`src/hdl/ir_edge_capture_framer_assert.svh`:
```
`ifndef IR_EDGE_CAPTURE_FRAMER_ASSERT_SVH
`define IR_EDGE_CAPTURE_FRAMER_ASSERT_SVH

// same-cycle implication
`define IECF_ASSERT_IMPL(lbl, clk, rst, ante, cons) \
   lbl: assert property (@(posedge clk) disable iff (rst) (ante) |-> (cons)) \
      else $error("iecf assertion failed");

// next-cycle implication
`define IECF_ASSERT_NEXT(lbl, clk, rst, ante, cons) \
   lbl: assert property (@(posedge clk) disable iff (rst) (ante) |=> (cons)) \
      else $error("iecf assertion failed");

`endif

```
`src/hdl/iecf_pkg.sv`:
```
package iecf_pkg;

   localparam int TS_W       = 32;
   localparam int DUR_W      = 32;
   localparam int FREQ_W     = 27;
   localparam int GAP_W      = 16;
   localparam int EDGE_CNT_W = 10;
   localparam int USPS_W     = 20;
   localparam int DVD_W      = TS_W + USPS_W;
   localparam int CSR_IDX_W  = 1;
   localparam int CSR_DATA_W = FREQ_W;

   localparam logic [USPS_W-1:0]     US_PER_S   = USPS_W'(1000000);
   localparam logic [EDGE_CNT_W-1:0] EDGE_LIMIT = EDGE_CNT_W'(500);
   localparam logic [FREQ_W-1:0]     FREQ_RESET = FREQ_W'(1000000);
   localparam logic [GAP_W-1:0]      GAP_RESET  = GAP_W'(150);

   localparam int CMD_DEPTH = 2;
   localparam int CMD_PTR_W = (CMD_DEPTH > 1) ? $clog2(CMD_DEPTH) : 1;
   localparam int CMD_CNT_W = $clog2(CMD_DEPTH + 1);

   localparam logic MODE_EDGE = 1'b0;
   localparam logic MODE_TICK = 1'b1;

   localparam logic [CSR_IDX_W-1:0] CSR_FREQ = 1'd0;
   localparam logic [CSR_IDX_W-1:0] CSR_GAP  = 1'd1;

   typedef enum logic [1:0] {
      CMD_MARK,
      CMD_PAIR,
      CMD_END
   } cmd_kind_type;

   typedef struct packed {
      cmd_kind_type    kind;
      logic [TS_W-1:0] delta;
   } cmd_type;

endpackage

```
`src/hdl/iecf_if.sv`:
```
interface iecf_req_if;
   import iecf_pkg::*;

   logic            valid;
   logic            ready;
   logic            mode;
   logic [TS_W-1:0] timestamp;

   modport source (output valid, output mode, output timestamp, input ready);
   modport sink   (input valid, input mode, input timestamp, output ready);
endinterface

interface iecf_rsp_if;
   import iecf_pkg::*;

   logic             valid;
   logic             ready;
   logic [DUR_W-1:0] pulse_us;
   logic             is_mark;
   logic             frame_end;
   logic             last;

   modport source (output valid, output pulse_us, output is_mark, output frame_end,
                   output last, input ready);
   modport sink   (input valid, input pulse_us, input is_mark, input frame_end,
                   input last, output ready);
endinterface

```
`src/hdl/iecf_cmd_fifo.sv`:
```
`include "ir_edge_capture_framer_assert.svh"

module iecf_cmd_fifo (
   input  logic              clock,
   input  logic              reset,
   input  logic              push_i,
   input  iecf_pkg::cmd_type push_data_i,
   output logic              full_o,
   input  logic              pop_i,
   output iecf_pkg::cmd_type head_o,
   output logic              empty_o
);
   import iecf_pkg::*;

   cmd_type                mem_ff [CMD_DEPTH];
   logic [CMD_PTR_W-1:0]   wr_ptr_ff, wr_ptr_in;
   logic [CMD_PTR_W-1:0]   rd_ptr_ff, rd_ptr_in;
   logic [CMD_CNT_W-1:0]   count_ff, count_in;

   function automatic logic [CMD_PTR_W-1:0] ptr_next(input logic [CMD_PTR_W-1:0] p);
      ptr_next = (p == CMD_PTR_W'(CMD_DEPTH - 1)) ? '0 : p + 1'b1;
   endfunction

   assign full_o  = (count_ff == CMD_CNT_W'(CMD_DEPTH));
   assign empty_o = (count_ff == '0);
   assign head_o  = mem_ff[rd_ptr_ff];

   always_comb begin
      wr_ptr_in = push_i ? ptr_next(wr_ptr_ff) : wr_ptr_ff;
      rd_ptr_in = pop_i ? ptr_next(rd_ptr_ff) : rd_ptr_ff;
      count_in  = count_ff;
      if (push_i && !pop_i) begin
         count_in = count_ff + 1'b1;
      end else if (pop_i && !push_i) begin
         count_in = count_ff - 1'b1;
      end
   end

   always_ff @(posedge clock) begin
      if (reset) begin
         wr_ptr_ff <= '0;
         rd_ptr_ff <= '0;
         count_ff  <= '0;
      end else begin
         wr_ptr_ff <= wr_ptr_in;
         rd_ptr_ff <= rd_ptr_in;
         count_ff  <= count_in;
      end
   end

   always_ff @(posedge clock) begin
      if (push_i) begin
         mem_ff[wr_ptr_ff] <= push_data_i;
      end
   end

   `IECF_ASSERT_IMPL(a_no_overflow, clock, reset, push_i, !full_o || pop_i)
   `IECF_ASSERT_IMPL(a_no_underflow, clock, reset, pop_i, !empty_o)

endmodule

```
`src/hdl/iecf_front.sv`:
```
`include "ir_edge_capture_framer_assert.svh"

module iecf_front (
   input  logic                       clock,
   input  logic                       reset,
   iecf_req_if.sink                   req,
   input  logic [iecf_pkg::GAP_W-1:0] gap_ms_i,
   input  logic                       full_i,
   output logic                       push_o,
   output iecf_pkg::cmd_type          cmd_o
);
   import iecf_pkg::*;

   localparam logic [EDGE_CNT_W-1:0] MIN_EDGES_END = EDGE_CNT_W'(3);

   logic [TS_W-1:0]       prev_ts_ff, prev_ts_in;
   logic [EDGE_CNT_W-1:0] edges_ff, edges_in;
   logic [GAP_W-1:0]      idle_ff, idle_in;
   logic                  open_ff, open_in;
   logic [GAP_W-1:0]      idle_inc;
   logic                  accept;

   assign req.ready = !full_i;
   assign accept    = req.valid && !full_i;

   always_comb begin
      prev_ts_in  = prev_ts_ff;
      edges_in    = edges_ff;
      idle_in     = idle_ff;
      open_in     = open_ff;
      push_o      = 1'b0;
      cmd_o.kind  = CMD_MARK;
      cmd_o.delta = req.timestamp - prev_ts_ff;
      idle_inc    = (idle_ff != '1) ? idle_ff + 1'b1 : idle_ff;
      if (accept) begin
         if (req.mode == MODE_EDGE) begin
            if (edges_ff < EDGE_LIMIT) begin
               if (edges_ff != '0) begin
                  push_o     = 1'b1;
                  // odd edge count: a mark closes; even: its space closes
                  cmd_o.kind = edges_ff[0] ? CMD_MARK : CMD_PAIR;
               end
               prev_ts_in = req.timestamp;
               edges_in   = edges_ff + 1'b1;
            end
            idle_in = '0;
            open_in = 1'b1;
         end else if (open_ff) begin
            idle_in = idle_inc;
            if (idle_inc >= gap_ms_i) begin
               if (edges_ff >= MIN_EDGES_END) begin
                  push_o     = 1'b1;
                  cmd_o.kind = CMD_END;
               end
               edges_in = '0;
               idle_in  = '0;
               open_in  = 1'b0;
            end
         end
      end
   end

   always_ff @(posedge clock) begin
      if (reset) begin
         prev_ts_ff <= '0;
         edges_ff   <= '0;
         idle_ff    <= '0;
         open_ff    <= 1'b0;
      end else begin
         prev_ts_ff <= prev_ts_in;
         edges_ff   <= edges_in;
         idle_ff    <= idle_in;
         open_ff    <= open_in;
      end
   end

   `IECF_ASSERT_IMPL(a_edge_cap, clock, reset, 1'b1, edges_ff <= EDGE_LIMIT)
   `IECF_ASSERT_IMPL(a_closed_empty, clock, reset, !open_ff, edges_ff == '0 && idle_ff == '0)

endmodule

```
`src/hdl/iecf_back.sv`:
```
`include "ir_edge_capture_framer_assert.svh"

module iecf_back (
   input  logic                        clock,
   input  logic                        reset,
   input  logic [iecf_pkg::FREQ_W-1:0] freq_i,
   input  logic                        cmd_valid_i,
   input  iecf_pkg::cmd_type           cmd_i,
   output logic                        pop_o,
   iecf_rsp_if.source                  rsp
);
   import iecf_pkg::*;

   localparam int STEP_W = $clog2(DVD_W);
   localparam logic [STEP_W-1:0] STEP_LAST = STEP_W'(DVD_W - 1);

   typedef enum logic [1:0] {
      ST_IDLE,
      ST_DIV,
      ST_EMIT_MARK,
      ST_EMIT_SPACE
   } state_type;

   state_type          state_ff, state_in;
   cmd_kind_type       kind_ff, kind_in;
   logic [DVD_W-1:0]   dvd_ff, dvd_in;
   logic [FREQ_W-1:0]  rem_ff, rem_in;
   logic [STEP_W-1:0]  step_ff, step_in;
   logic [DUR_W-1:0]   mark_ff, mark_in;
   logic [DUR_W-1:0]   space_ff, space_in;
   logic               out_valid_ff, out_valid_in;
   logic [DUR_W-1:0]   out_dur_ff, out_dur_in;
   logic               out_mark_ff, out_mark_in;
   logic               out_end_ff, out_end_in;
   logic               out_last_ff, out_last_in;

   logic               out_free;
   logic [FREQ_W:0]    trial;
   logic               take;
   logic [FREQ_W:0]    trial_sub;
   logic [DUR_W-1:0]   quot_sat;

   assign rsp.valid     = out_valid_ff;
   assign rsp.pulse_us  = out_dur_ff;
   assign rsp.is_mark   = out_mark_ff;
   assign rsp.frame_end = out_end_ff;
   assign rsp.last      = out_last_ff;

   assign out_free  = !out_valid_ff || rsp.ready;
   // restoring divide, one quotient bit per step
   assign trial     = {rem_ff, dvd_ff[DVD_W-1]};
   assign take      = (trial >= {1'b0, freq_i});
   assign trial_sub = trial - {1'b0, freq_i};

   always_comb begin
      state_in     = state_ff;
      kind_in      = kind_ff;
      dvd_in       = dvd_ff;
      rem_in       = rem_ff;
      step_in      = step_ff;
      mark_in      = mark_ff;
      space_in     = space_ff;
      out_valid_in = out_valid_ff && !rsp.ready;
      out_dur_in   = out_dur_ff;
      out_mark_in  = out_mark_ff;
      out_end_in   = out_end_ff;
      out_last_in  = out_last_ff;
      pop_o        = 1'b0;
      quot_sat     = '0;
      case (state_ff)
         ST_IDLE: begin
            if (cmd_valid_i) begin
               case (cmd_i.kind)
                  CMD_END: begin
                     if (out_free) begin
                        pop_o        = 1'b1;
                        out_valid_in = 1'b1;
                        out_dur_in   = '0;
                        out_mark_in  = 1'b0;
                        out_end_in   = 1'b1;
                        out_last_in  = 1'b1;
                     end
                  end
                  CMD_MARK, CMD_PAIR: begin
                     pop_o    = 1'b1;
                     kind_in  = cmd_i.kind;
                     dvd_in   = DVD_W'(cmd_i.delta) * DVD_W'(US_PER_S);
                     rem_in   = '0;
                     step_in  = '0;
                     state_in = ST_DIV;
                  end
                  default: begin
                     pop_o = 1'b1;
                  end
               endcase
            end
         end
         ST_DIV: begin
            rem_in  = take ? trial_sub[FREQ_W-1:0] : trial[FREQ_W-1:0];
            dvd_in  = {dvd_ff[DVD_W-2:0], take};
            step_in = step_ff + 1'b1;
            if (step_ff == STEP_LAST) begin
               quot_sat = (|dvd_in[DVD_W-1:DUR_W]) ? '1 : dvd_in[DUR_W-1:0];
               if (kind_ff == CMD_PAIR) begin
                  space_in = quot_sat;
                  state_in = ST_EMIT_MARK;
               end else begin
                  mark_in  = quot_sat;
                  state_in = ST_IDLE;
               end
            end
         end
         ST_EMIT_MARK: begin
            if (out_free) begin
               out_valid_in = 1'b1;
               out_dur_in   = mark_ff;
               out_mark_in  = 1'b1;
               out_end_in   = 1'b0;
               out_last_in  = 1'b0;
               state_in     = ST_EMIT_SPACE;
            end
         end
         ST_EMIT_SPACE: begin
            if (out_free) begin
               out_valid_in = 1'b1;
               out_dur_in   = space_ff;
               out_mark_in  = 1'b0;
               out_end_in   = 1'b0;
               out_last_in  = 1'b1;
               state_in     = ST_IDLE;
            end
         end
         default: begin
            state_in = ST_IDLE;
         end
      endcase
   end

   always_ff @(posedge clock) begin
      if (reset) begin
         state_ff     <= ST_IDLE;
         kind_ff      <= CMD_MARK;
         step_ff      <= '0;
         mark_ff      <= '0;
         out_valid_ff <= 1'b0;
      end else begin
         state_ff     <= state_in;
         kind_ff      <= kind_in;
         step_ff      <= step_in;
         mark_ff      <= mark_in;
         out_valid_ff <= out_valid_in;
      end
      dvd_ff      <= dvd_in;
      rem_ff      <= rem_in;
      space_ff    <= space_in;
      out_dur_ff  <= out_dur_in;
      out_mark_ff <= out_mark_in;
      out_end_ff  <= out_end_in;
      out_last_ff <= out_last_in;
   end

   `IECF_ASSERT_IMPL(a_end_fields, clock, reset, out_valid_ff && out_end_ff,
                     out_dur_ff == '0 && !out_mark_ff && out_last_ff)
   `IECF_ASSERT_NEXT(a_mark_then_space, clock, reset, state_ff == ST_EMIT_MARK && out_free,
                     state_ff == ST_EMIT_SPACE && out_mark_ff && !out_last_ff)

endmodule

```
`src/hdl/ir_edge_capture_framer.sv`:
```
// IR edge framer: req items are either a receiver edge with a free-running timestamp (mode 0)
// or a one-millisecond tick (mode 1); rsp items are mark/space durations in microseconds,
// sent as mark-then-space pairs, plus one frame_end item when a frame of at least one pair
// goes idle for gap_ms ticks. The front end takes one req item per cycle while its two-entry
// command queue has room; ticks that end no frame, first edges and edges past the limit
// finish there. Each edge that closes a duration costs the back end one multiply by 1e6 and
// 52 restoring divide steps by the frequency CSR, one quotient bit per step; a closed pair
// then leaves through the output register as a mark item and then a space item. The back end
// divides one duration at a time. Write the CSRs only while the block is idle.
module ir_edge_capture_framer (
   input  logic                            clock,
   input  logic                            reset,
   iecf_req_if.sink                        req_chan,
   iecf_rsp_if.source                      rsp_chan,
   input  logic                            csr_we,
   input  logic [iecf_pkg::CSR_IDX_W-1:0]  csr_index,
   input  logic [iecf_pkg::CSR_DATA_W-1:0] csr_wdata
);
   import iecf_pkg::*;

   logic [FREQ_W-1:0] freq_ff, freq_in;
   logic [GAP_W-1:0]  gap_ff, gap_in;

   logic    push;
   cmd_type push_cmd;
   logic    full;
   logic    pop;
   cmd_type head_cmd;
   logic    empty;

   always_comb begin
      freq_in = freq_ff;
      gap_in  = gap_ff;
      if (csr_we) begin
         case (csr_index)
            CSR_FREQ: freq_in = csr_wdata[FREQ_W-1:0];
            CSR_GAP:  gap_in  = csr_wdata[GAP_W-1:0];
            default: begin
            end
         endcase
      end
   end

   always_ff @(posedge clock) begin
      if (reset) begin
         freq_ff <= FREQ_RESET;
         gap_ff  <= GAP_RESET;
      end else begin
         freq_ff <= freq_in;
         gap_ff  <= gap_in;
      end
   end

   iecf_front u_front (
      .clock    (clock),
      .reset    (reset),
      .req      (req_chan),
      .gap_ms_i (gap_ff),
      .full_i   (full),
      .push_o   (push),
      .cmd_o    (push_cmd)
   );

   iecf_cmd_fifo u_fifo (
      .clock       (clock),
      .reset       (reset),
      .push_i      (push),
      .push_data_i (push_cmd),
      .full_o      (full),
      .pop_i       (pop),
      .head_o      (head_cmd),
      .empty_o     (empty)
   );

   iecf_back u_back (
      .clock       (clock),
      .reset       (reset),
      .freq_i      (freq_ff),
      .cmd_valid_i (!empty),
      .cmd_i       (head_cmd),
      .pop_o       (pop),
      .rsp         (rsp_chan)
   );

endmodule
```
`src/flat_wrapper.sv`:
```
// flat-port wrapper written by rule: the top's interface ports become plain ports
module ir_edge_capture_framer_flat import iecf_pkg::*;
  (clock, reset, csr_we, csr_index, csr_wdata, req_chan_valid, req_chan_mode, req_chan_timestamp, req_chan_ready, rsp_chan_valid, rsp_chan_pulse_us, rsp_chan_is_mark, rsp_chan_frame_end, rsp_chan_last, rsp_chan_ready);
  iecf_req_if req_chan_i ();
  iecf_rsp_if rsp_chan_i ();
  input  logic clock;
  input  logic reset;
  input  logic csr_we;
  input  logic [iecf_pkg::CSR_IDX_W-1:0] csr_index;
  input  logic [iecf_pkg::CSR_DATA_W-1:0] csr_wdata;
  input wire logic [$bits(req_chan_i.valid)-1:0] req_chan_valid;
  input wire logic [$bits(req_chan_i.mode)-1:0] req_chan_mode;
  input wire logic [$bits(req_chan_i.timestamp)-1:0] req_chan_timestamp;
  output wire logic [$bits(req_chan_i.ready)-1:0] req_chan_ready;
  output wire logic [$bits(rsp_chan_i.valid)-1:0] rsp_chan_valid;
  output wire logic [$bits(rsp_chan_i.pulse_us)-1:0] rsp_chan_pulse_us;
  output wire logic [$bits(rsp_chan_i.is_mark)-1:0] rsp_chan_is_mark;
  output wire logic [$bits(rsp_chan_i.frame_end)-1:0] rsp_chan_frame_end;
  output wire logic [$bits(rsp_chan_i.last)-1:0] rsp_chan_last;
  input wire logic [$bits(rsp_chan_i.ready)-1:0] rsp_chan_ready;
  assign req_chan_i.valid = req_chan_valid;
  assign req_chan_i.mode = req_chan_mode;
  assign req_chan_i.timestamp = req_chan_timestamp;
  assign req_chan_ready = req_chan_i.ready;
  assign rsp_chan_valid = rsp_chan_i.valid;
  assign rsp_chan_pulse_us = rsp_chan_i.pulse_us;
  assign rsp_chan_is_mark = rsp_chan_i.is_mark;
  assign rsp_chan_frame_end = rsp_chan_i.frame_end;
  assign rsp_chan_last = rsp_chan_i.last;
  assign rsp_chan_i.ready = rsp_chan_ready;
  ir_edge_capture_framer u_core (.clock(clock), .reset(reset), .req_chan(req_chan_i), .rsp_chan(rsp_chan_i), .csr_we(csr_we), .csr_index(csr_index), .csr_wdata(csr_wdata));
endmodule
```
`config.mk`:
```
export PLATFORM = sky130hd
export DESIGN_NAME = ir_edge_capture_framer_flat
export DESIGN_NICKNAME = d
export VERILOG_FILES = /design/src/hdl/iecf_pkg.sv /design/src/hdl/iecf_if.sv /design/src/hdl/iecf_cmd_fifo.sv /design/src/hdl/iecf_front.sv /design/src/hdl/iecf_back.sv /design/src/hdl/ir_edge_capture_framer.sv /design/src/flat_wrapper.sv
export VERILOG_INCLUDE_DIRS = /design/src /design/src/hdl
export SDC_FILE = /design/constraint.sdc
export NUM_CORES = 1
export LEC_CHECK = 0
export BUFFER_PORTS_ARGS = -buffer_cell sky130_fd_sc_hd__buf_2
export CAP_MARGIN = 40
export CORE_MARGIN = 5
export CORE_UTILIZATION = 34
export CTS_CLUSTER_DIAMETER = 30
export DETAILED_ROUTE_END_ITERATION = 7
export REMOVE_ABC_BUFFERS = 1
export SLEW_MARGIN = 10
export SYNTH_ARGS = -nofsm -noshare
export SYNTH_HDL_FRONTEND = slang
export SYNTH_SLANG_ARGS = --single-unit
```
`constraint.sdc`:
```
create_clock -name clock -period 7.2 [get_ports clock]
set_input_delay 0.72 -clock clock [delete_from_list [all_inputs] [get_ports clock]]
set_output_delay 0.72 -clock clock [all_outputs]
set_load 0.1 [all_outputs]
```
# After elaboration in Yosys (flattened, before gate mapping)
# Memories as Yosys holds them, arrays and structs flattened. A register that Yosys moved wholly into a read port is not among the register bits.
# Cells that the tools add are included.
# W data, S select, Z words.
[word_totals] ramBits=68 latchBits=0 register_bits=295 mem_bits_ro=0 mem_count=1 in_bits=66
[memory_table] name="u_core.u_fifo.mem_ff" words=2 word_bits=34 rd=1 rd_ports_with_merged_regs=1 write_ports=1 line_no="iecf_cmd_fifo.sv:15" text="cmd_type mem_ff [CMD_DEPTH];"
[op_classes] shift=0 bitwise=4 n_div=0 n_reduce_logical=35 eq_ne=19 n_mul=1 mux=79 magnitude_cmp=4 n_addsub=9
[op_table] cell="$mux W32" count=6
[op_table] cell="$mux W52" count=2
[op_table] cell="$pmux W52 S2" count=1
[op_table] cell="$pmux W32 S3" count=1
[op_table] cell="$mux W27" count=3
[op_table] cell="$mux W16" count=4
[op_table] cell="$pmux W27 S2" count=1
[op_table] cell="$mul A32 B14 Y46 const B" count=1
[op_table] cell="$mux W10" count=4
[op_table] cell="$mux W1" count=36
[op_table] cell="$sub A32 B32 Y32" count=1
[op_table] cell="$ge A28 B27 Y1" count=1
[op_table] cell="$sub A27 B27 Y27" count=1
[op_table] cell="$mux W2" count=13
[op_table] cell="$reduce_or A20 Y1" count=1
[op_table] cell="$add A16 B1 Y16 const B" count=1
[op_table] cell="$ge A16 B16 Y1" count=1
[op_table] cell="$ne A16 B16 Y1 const B" count=1
[op_table] cell="$reduce_and A3 Y1" count=5
[op_table] cell="$mux W6" count=2
[op_table] cell="$pmux W6 S2" count=1
[op_table] cell="$add A10 B1 Y10 const B" count=1
[op_table] cell="$ge A10 B2 Y1 const B" count=1
[op_table] cell="$lt A10 B9 Y1 const B" count=1
[op_table] cell="other kinds (25)" count=61

# Logic depth before layout (Yosys ltp)
# Gate-level depths: netlist of run 1.
[logic_depth] word_depth=11 mapped_depth=25 mapped_depth_nobuf=22

# Cells and area by module
# Synthesis of run 1 repeated with hierarchy kept, for this count alone.
[unflattened] cells_unflattened=2649 hier_area_um2=25987.4
[modules_own_cells] module="iecf_back" cells_each=1633 instances=1 area_each_um2=16409.5
[modules_own_cells] module="iecf_front" cells_each=711 instances=1 area_each_um2=5099.9
[modules_own_cells] module="iecf_cmd_fifo" cells_each=128 instances=1 area_each_um2=2660.1
[modules_own_cells] module="ir_edge_capture_framer" cells_each=177 instances=1 area_each_um2=1818.0

# Worst setup path before layout of run 1
# Ideal clock, no wire load.
[synth_path] kind="flip-flop to flip-flop" startpoint="register with a tool-made name" endpoint="register u_core.u_back.dvd_ff[44] (data pin)" slack_ps=233 stages_incl_launch_ff=23 path_buffers=2 t_required_ps=6935 arrival_ps=6702 setup_ps=265 path_cell_list="dfxtp_1 > clkbuf_1 > clkbuf_1 > mux2i_1 > inv_1 > fa_1 > fa_1 > fa_1 > fa_1 > ha_1 > inv_1 > fa_1 > inv_1 > ha_1 > a211oi_2 > nor2_1 > a211o_1 > a32oi_2 > a31oi_1 > a2111oi_4 > a21oi_1 > o2111a_1 > or3_1"
[synth_rtl] item="end signal: assignment" line_no="iecf_back.sv:153" text="dvd_ff <= dvd_in;"
[synth_rtl] item="end: declaration" line_no="iecf_back.sv:26" text="logic [DVD_W-1:0] dvd_ff, dvd_in;"

==> results summary, run 1 <==
The share of the synthesized netlist area taken by xor and xnor gates came out at 0.03479. The worst setup path is captured at a flip-flop. The post-synthesis average cell area is 9.720 um2.

The final standard cell area without fillers came out at 29,500 um2. The netlist area before placement came out at 24,920 um2. The number of hold violations in the final report came to 0. The CTS tree is yes. The initialized floorplan defines 99 standard-cell rows. The area of the die is 78,820 um2. The detailed placer's ending HPWL is around 41,000 um.

The clock skew after layout is 0.02151 ns. Of the cells placed in the final design, the portion with a size suffix greater than 1 is 0.1109. The worst setup path endpoint is u_core.u_back.dvd_ff[44].

The first routing iteration left 834 violations. The maximum count of clock buffers along a single path is 3. The worst stage delay on the critical path is approximately 0.57 ns. The compound-cell area share of the yosys netlist came to 0.1304. The instance area at placement is 26,680 um2.

The clock reaches the later pin of the worst-skew pair after ~0.59 ns. The number of fill cells in the layout is about 7,200. The number of gates resized after cts came out at 0. After layout, the minimum clock period comes to between 6 and 7 ns. The critical path class is reg -> reg. The cell count after placement is ~3,600. The wire length per cell came out at 14.70 um. The sequential share of the synthesized area is 0.3783. The tightest min-delay check is of the in -> reg type.

The first detailed-routing pass took 5 iterations. Measured against the total synthesized area, the mux share comes to 0.04162. The number of warnings reported in the yosys synthesis log came out at 0. The number of distinct standard cells referenced by the synthesized netlist is 70.

The capture point of the worst reg-to-reg path is u_core.u_back.dvd_ff[44]. The placer's final routability congestion estimate came out at between 0.8 and 0.9. The combined flip-flop and latch cell area is between 9000 and 10,000 um2. The via count came out at between 15,000 and 20,000. The initial cell density of the core came out at 0.3422. Of the total synthesized cell area, the portion taken by AND, OR, NAND and NOR gates is 0.1286. Along the worst path, the maximum fanout reaches 7. After detailed routing, the number of remaining DRC violations is 0.

Among all stages on the critical path, the largest delay is contributed by sky130_fd_sc_hd__fa_1. The post-route core utilization came out at 0.4051. The async set-or-reset flop fraction in the synthesized netlist is 0. Yosys mapped a number of flops with a built-in enable equal to ~210. The clock drives approximately 360 sinks.

By instance count, the cell type seen most on the critical path is sky130_fd_sc_hd__fa_1. The post-synthesis share of cell area spent on full adders, half adders and majority gates came out at 0.2265. The multi-input logic area is around 14,000 um2.

From left edge to right edge, the die measures ~280 um. Setup repair after global routing left no endpoint under its margin. The remaining antenna violation count came out at 0. Setup violations remaining at the end of the flow were counted as 0.

For this run, the number of standard cells in the final layout without fillers is approximately 3,700. The total CTS buffers is between 70 and 80. The highest achievable clock rate came out at 148.1 MHz. The via count of the first global-routing pass came out at between 15,000 and 20,000.

The root buffer cell chosen for the clock tree is sky130_fd_sc_hd__clkbuf_16. The clock-pin slew on the worst setup and hold paths came out at about 0.050 ns. Walking the worst path, the cells encountered are mux2i_1 > inv_1 > fa_1 > fa_1 > fa_1 > fa_1 > ha_1 > inv_1 > fa_1 > inv_1 > ha_1 > nand3_1 > nor2_1 > a211o_1 > a32oi_2 > a31oi_1 > a2111oi_4 > a21oi_1 > o2111a_1 > or3_1. The overall track demand over capacity in global routing is 0.1381. Entering global routing, the biggest net connects slightly below 70 pins.

Wires add up to approximately 55,000 um. The total number of nets in the final design came out at approximately 3,100. The area fraction of the dominant cell type after synthesis is 0.2578.

STA classifies the critical path startpoint as a flip-flop. The total of flip-flops plus latches after synthesis is approximately 360. The setup TNS came out at 0 ns. The part of the cycle the worst path needs is 0.9375. Measured along the y axis, the die boundary spans about 280 um. The number of ports placed on the die boundary is ~100. The flow ran to the end, and the final reports show no timing, DRC or antenna violations.

The leftover overflow at the end of global routing came out at 0. The via-per-instance ratio is roughly 4.8. The count of hold buffers inserted by post-cts repair came out at 0. Measured against its own limit, the worst slew margin works out to 0.4290. The biggest area contributor in the post-synthesis netlist is sky130_fd_sc_hd__edfxtp_1.

Counting instances in the post-synthesis netlist gives the leading cell types as sky130_fd_sc_hd__inv_1, sky130_fd_sc_hd__nand2_1, sky130_fd_sc_hd__ha_1, sky130_fd_sc_hd__a21oi_1, sky130_fd_sc_hd__edfxtp_1. The number of I/O port buffers came out at approximately 100. The setup slack on the worst flop-to-flop path came out at roughly 0.45 ns.

The area overhead of the layout relative to synthesis came out at 18.38%. After clock tree synthesis, the setup repair step added 0 buffers. The total area inside the core boundary comes to 72,830 um2.

The level count of the clock H-tree is 3. The most used standard cell by instance count after synthesis is sky130_fd_sc_hd__inv_1. The first-pass GRT wire length is roughly 91,000 um. The initial antenna violation count came out at 2.

After synthesis, the cell types taking the most area are sky130_fd_sc_hd__edfxtp_1, sky130_fd_sc_hd__dfxtp_1, sky130_fd_sc_hd__ha_1, sky130_fd_sc_hd__fa_1, sky130_fd_sc_hd__inv_1. STA puts the critical path data arrival time at about 7 ns. The number of instances in the synthesized netlist is 2,564.

The total count of max-transition violations in the final report is 0. The count of max-cap constraint violations came out at 0. The number of antenna diodes is 0.

At the worst endpoint, the required time is around 7.5 ns. At the pin with the least slew margin, the transition time is roughly 0.86 ns. The most used flip-flop cell after synthesis is sky130_fd_sc_hd__edfxtp_1. The largest family of logic cells by synthesized area is adder cells. The count of cells along the worst register-to-register path came out at 20.
-- layer usage --
layer | vias up | share of wire | GRT usage
met2 | 267 | 0.46 | 0.2303
met3 | 75 | 0.038 | 0.02575
met1 | 8411 | 0.48 | 0.1851
met5 | - | 0.00062 | 0
met4 | 4 | 0.018 | 0.03817
li1 | 9142 | - | -
-- worst max-delay path: cells and delay by family (launching register included) --
family	cells	cell delay, ns
adders and majority gates	7	3.19
DFF	1	0.43
buffers and inverters	3	0.28
and+or+nand+nor	3	0.64
AOI/OAI and AO/OA	6	1.62
muxes	1	0.33
-- cell type report --
type                       count  area share
tap                          959     0.04067
clock inverter                47     0.02193
inverter                     303     0.03859
clock buffer                  97     0.07349
timing repair buffer         144     0.02918
sequential                   364      0.3197
multi-input combinational   1804      0.4765
-- flip-flops by register name, indices dropped and copies added (netlist names), named ones only --
name	count
u_core.u_fifo.mem_ff	68
u_core.u_back.dvd_ff	52
u_core.u_back.mark_ff	32
u_core.u_back.rsp.pulse_us	32
u_core.u_back.space_ff	32
u_core.u_front.prev_ts_ff	32
u_core.freq_ff	27
u_core.u_back.rem_ff	27
u_core.gap_ff	16
u_core.u_front.idle_ff	16
u_core.u_front.edges_ff	10
u_core.u_back.step_ff	6
u_core.u_back.kind_ff	2
u_core.u_fifo.count_ff	2
u_core.u_back.rsp.frame_end	1
u_core.u_back.rsp.is_mark	1
u_core.u_back.rsp.last	1
u_core.u_back.rsp.valid	1
u_core.u_back.state_ff	1
u_core.u_fifo.rd_ptr_ff	1
u_core.u_fifo.wr_ptr_ff	1
u_core.u_front.open_ff	1
-- cell usage in the layout (no fill, tap or decap), drive strengths merged, types with 98 or more instances in the layout --
cell type  count
inv          308
fa           137
dfxtp        150
ha           232
edfxtp       214
mux2i         98
nor2         203
nand2        277
buf          144
a21oi        220
-- metrics by stage --
| stage | hold slack [ns] | setup WS [ns] |
|---|---|---|
| CTS | 0.3370 | 0.1158 |
| global route | 0.3601 | 0.04000 |
| finish | 0.3701 | 0.4498 |
| global placement | 0.4420 | 0.1720 |
| detailed placement | 0.4465 | 0.1541 |
| floorplan | 0.4303 | -0.2613 |
-- kinds of logic after synthesis --
logic type               after synthesis
AND/OR/NAND/NOR                      712
AO/OA/AOI/OAI                        521
buffers and inverters                396
adder cells (fa/ha/maj)              369
flip-flops                           364
multiplexers                         103
XOR/XNOR                              99
-- worst min path at each step --
stage,slack (ns),cells past startpoint,startpoint,to
3_5_place_dp,0.45,2,u_core.u_front.prev_ts_ff[19],u_core.u_front.prev_ts_ff[19]
2_1_floorplan,0.43,2,u_core.freq_ff[10],u_core.freq_ff[10]
3_3_place_gp,0.44,2,u_core.u_front.prev_ts_ff[15],u_core.u_front.prev_ts_ff[15]
6_report,0.37,3,csr_wdata[18],u_core.freq_ff[18]
5_1_grt,0.36,3,csr_wdata[22],u_core.freq_ff[22]
4_1_cts,0.34,3,csr_wdata[18],u_core.freq_ff[18]
Power of run 1 is not shown: default switching activity piles up to over one toggle a cycle in this logic, so the estimate is an artifact.
==> inputs of run 2 (changes only) <==
--- a/config.mk
+++ b/config.mk
@@ -7,11 +7,12 @@
 export NUM_CORES = 1
 export LEC_CHECK = 0
 export BUFFER_PORTS_ARGS = -buffer_cell sky130_fd_sc_hd__buf_2
-export CAP_MARGIN = 40
+export CAP_MARGIN = 20
 export CORE_MARGIN = 5
 export CORE_UTILIZATION = 34
 export CTS_CLUSTER_DIAMETER = 30
 export DETAILED_ROUTE_END_ITERATION = 7
+export RECOVER_POWER = 50
 export REMOVE_ABC_BUFFERS = 1
 export SLEW_MARGIN = 10
 export SYNTH_ARGS = -nofsm -noshare
==> run 2 against run 1 <==
Compared with the run above: clock skew fell by 0.0019 ns; final area decreased by 0.75%; cell count about the same; first-iteration DRC count up 5.2%; global-route usage about the same; setup slack worse by 0.048 ns; flip-flop and latch count unchanged; non-clock buffer count fell by 2; the flow now finishes with violations (max-capacitance violations, max-slew violations); hold slack worse by 0.0074 ns; fmax decreased by 0.70%; utilization down 0.30 points; highest routed layer unchanged.
==> results summary, run 2 (synthesized netlist as in run 1, its figures left out) <==
The data arrival at the endpoint of the critical path came out at 7.13 ns (+0.05 ns). The total number of nets in the final design came to 3,129 (-0.032%). The flow ran to the end, but the final reports show violations. The level count of the clock H-tree came to 3 (unchanged).

The placer's final routability congestion estimate came out at 0.8685 (unchanged). The clock period minus final worst setup slack came out at 6.798 ns (+0.04757 ns). Leaving out fill and tap cells, the most frequent cells in the layout are sky130_fd_sc_hd__inv_1, sky130_fd_sc_hd__nand2_1, sky130_fd_sc_hd__ha_1. The via count came to 17,960 (+0.34%).

The worst endpoint required time is 7.53 ns (about the same). The initial antenna violation count came to 2 (unchanged). The clock skew after layout is 0.01961 ns (-0.001904 ns). The number of DRC violations after detailed routing came to 0 (unchanged).

The endpoint kind of the worst setup timing path is a flip-flop. Ranked by flip-flop count, first place goes to u_core.u_fifo.mem_ff. The core footprint is 72,830 um2 (unchanged).

The overall track demand over capacity in global routing is 0.1385 (+0.0003966). The total wire length after detailed routing is 54,640 um (about the same). The worst slew slack as a fraction of its limit came out at -1.286 (-1.715). In the final layout, the registers with the most flip-flops are u_core.u_fifo.mem_ff x68, u_core.u_back.dvd_ff x52. The worst slack on hold paths is 0.3627 ns (-0.007428 ns). The floorplan die height is 280.7 um (unchanged). The number of hold violations in the final report is 0 (unchanged).

The class of the tightest hold or removal check is in -> reg. The via count of the first global-routing pass came out at 18,230 (-0.58%). The number of I/O port buffers came out at 102 (unchanged). The number of rows created at floorplan was 99 (unchanged).

The total CTS buffers is 79 (+1.3%). The clock-pin slew on the worst setup and hold paths is 0.05 ns (about the same). The number of ports placed on the die boundary is 103 (unchanged). STA classifies the critical path startpoint as a flip-flop. The wire length per cell is 14.70 um (about the same). The detailed route wirelength on metal2 was 25,420 um (+0.25%). The horizontal extent of the die is 280.7 um (unchanged).

The area of the die is 78,820 um2 (unchanged). The number of antenna diodes came out at 0 (unchanged). The number of iterations in the first detailed-routing pass is 4 (-1). The number of setup buffers added after CTS is 0 (unchanged).

The total of endpoints with negative setup slack in the final report is 0 (unchanged). The first-pass GRT wire length is 91,710 um (+0.27%). The critical path is of the reg -> reg type. The leftover overflow at the end of global routing is 0 (unchanged). The number of flip-flops in the largest register came out at 68 (unchanged). The part of the cycle the worst path needs came to 0.9441 (+0.006607).

The number of DRC violations after detailed-routing iteration 0 is 877 (+5.2%). The total count of max-transition violations in the final report came out at 275 (+275). The maximum count of clock buffers along a single path came out at 3 (unchanged). The ratio of cells with drive above 1 in the final layout is 0.09355 (-0.01736). The library cell used most frequently in the layout, excluding fill and tap cells, is sky130_fd_sc_hd__inv_1.

The clock latency on the worst-skew pair came to 0.60 ns (about the same). The largest net degree at the start of global routing is 69 (unchanged). The initial cell density of the core came out at 0.3422 (unchanged). The number of gates resized after cts came out at 0 (unchanged). The highest achievable clock rate came out at 147.1 MHz (-0.70%).

The total length of routed met3 wires was 1890 um (-7.9%). The count of hold buffers inserted by post-cts repair is 0 (unchanged). The via-per-instance ratio was 4.832 (+0.37%). The count of max-cap constraint violations was 6 (+6). The final reports fail on max-capacitance violations, max-slew violations.

The detailed placer's ending HPWL was 41,170 um (-0.48%). The detailed router used layers up to and including met5. The number of sinks driven by the clock tree is 364 (unchanged). From synthesis to final layout, the design area changed by 17.50%. The remaining antenna violation count is 0 (unchanged). The met1 layer wirelength in the final routing came out at 26,030 um (-0.63%).

The CTS tree is yes. The root buffer cell chosen for the clock tree is sky130_fd_sc_hd__clkbuf_16. The transition time at the pin with the least slew margin came out at 3.428 ns (+2.572 ns).

The highest fanout seen on the critical path is 7 (unchanged).
run 2: cell types whose count changed in the layout (fill, tap and decap cells not counted), moves of 2 or more:
| cell | change |
|---|---|
| sky130_fd_sc_hd__and2_0 | +4 |
| sky130_fd_sc_hd__and2_1 | -4 |
| sky130_fd_sc_hd__buf_2 | -38 |
| sky130_fd_sc_hd__buf_4 | -6 |
| sky130_fd_sc_hd__bufinv_16 | -3 |
| sky130_fd_sc_hd__clkbuf_1 | +45 |
| sky130_fd_sc_hd__clkinv_8 | -2 |
| sky130_fd_sc_hd__clkinvlp_4 | +2 |
| sky130_fd_sc_hd__inv_6 | +2 |
run 2: worst paths after layout:
| check | startpoint | to | slack [ns] | cells past startpoint |
|---|---|---|---|---|
| setup / recovery | flip-flop | u_core.u_back.dvd_ff[44] | 0.40 | 20 |
| hold / removal | csr_wdata[18] | u_core.freq_ff[18] | 0.36 | 3 |
| setup reg to reg | flip-flop | u_core.u_back.dvd_ff[44] | 0.40 | 20 |
| hold reg to reg | u_core.u_front.prev_ts_ff[20] | u_core.u_front.prev_ts_ff[20] | 0.45 | 2 |
run 2: final cells by class:
cell class | count | area, um2
fillers | 7192 | 43550
repair buffers | 142 | 743.2
clock inverters | 48 | 576.8
inverters | 303 | 1139
well taps | 959 | 1200
multi-input cells | 1804 | 14050
clock buffers | 97 | 2147
flip-flops and latches | 364 | 9432
run 2: layer usage:
layer | vias to the layer above | track usage
met4 | 4 | 0.04382
li1 | 9145 | -
met3 | 97 | 0.02093
met5 | - | 0
met2 | 261 | 0.2305
met1 | 8453 | 0.1868
run 2: worst max-delay path, stage by stage (launching register included):
cell and delay, ns:
sky130_fd_sc_hd__dfxtp_2 0.43, sky130_fd_sc_hd__mux2i_1 0.34, sky130_fd_sc_hd__inv_1 0.20, sky130_fd_sc_hd__fa_1 0.56, sky130_fd_sc_hd__fa_1 0.45, sky130_fd_sc_hd__fa_1 0.58, sky130_fd_sc_hd__fa_1 0.43, sky130_fd_sc_hd__ha_1 0.30
sky130_fd_sc_hd__inv_1 0.05, sky130_fd_sc_hd__fa_1 0.50, sky130_fd_sc_hd__inv_1 0.04, sky130_fd_sc_hd__ha_1 0.39, sky130_fd_sc_hd__nand3_1 0.22, sky130_fd_sc_hd__nor2_1 0.07, sky130_fd_sc_hd__a211o_1 0.34, sky130_fd_sc_hd__a32oi_2 0.27
sky130_fd_sc_hd__a31oi_1 0.18, sky130_fd_sc_hd__a2111oi_4 0.41, sky130_fd_sc_hd__a21oi_1 0.15, sky130_fd_sc_hd__o2111a_1 0.24, sky130_fd_sc_hd__or3_1 0.37
run 2: through the flow:
stage | setup TNS [ns] | area [um2] | std cells | worst slack, ns | util
after floorplan | -0.3006 | 24570 | 2471 | -0.2613 | -
after global placement | 0 | 26630 | 3572 | 0.1720 | 0.3657
after detailed placement | 0 | 26630 | 3572 | 0.1320 | 0.3657
after CTS | 0 | 29360 | 3717 | 0.1083 | 0.4031
after global routing | -0.00005684 | 29280 | 3717 | -0.00005684 | 0.4020
final | 0 | 29280 | 3717 | 0.4022 | 0.4020
Power of run 2 is left out for the same reason.
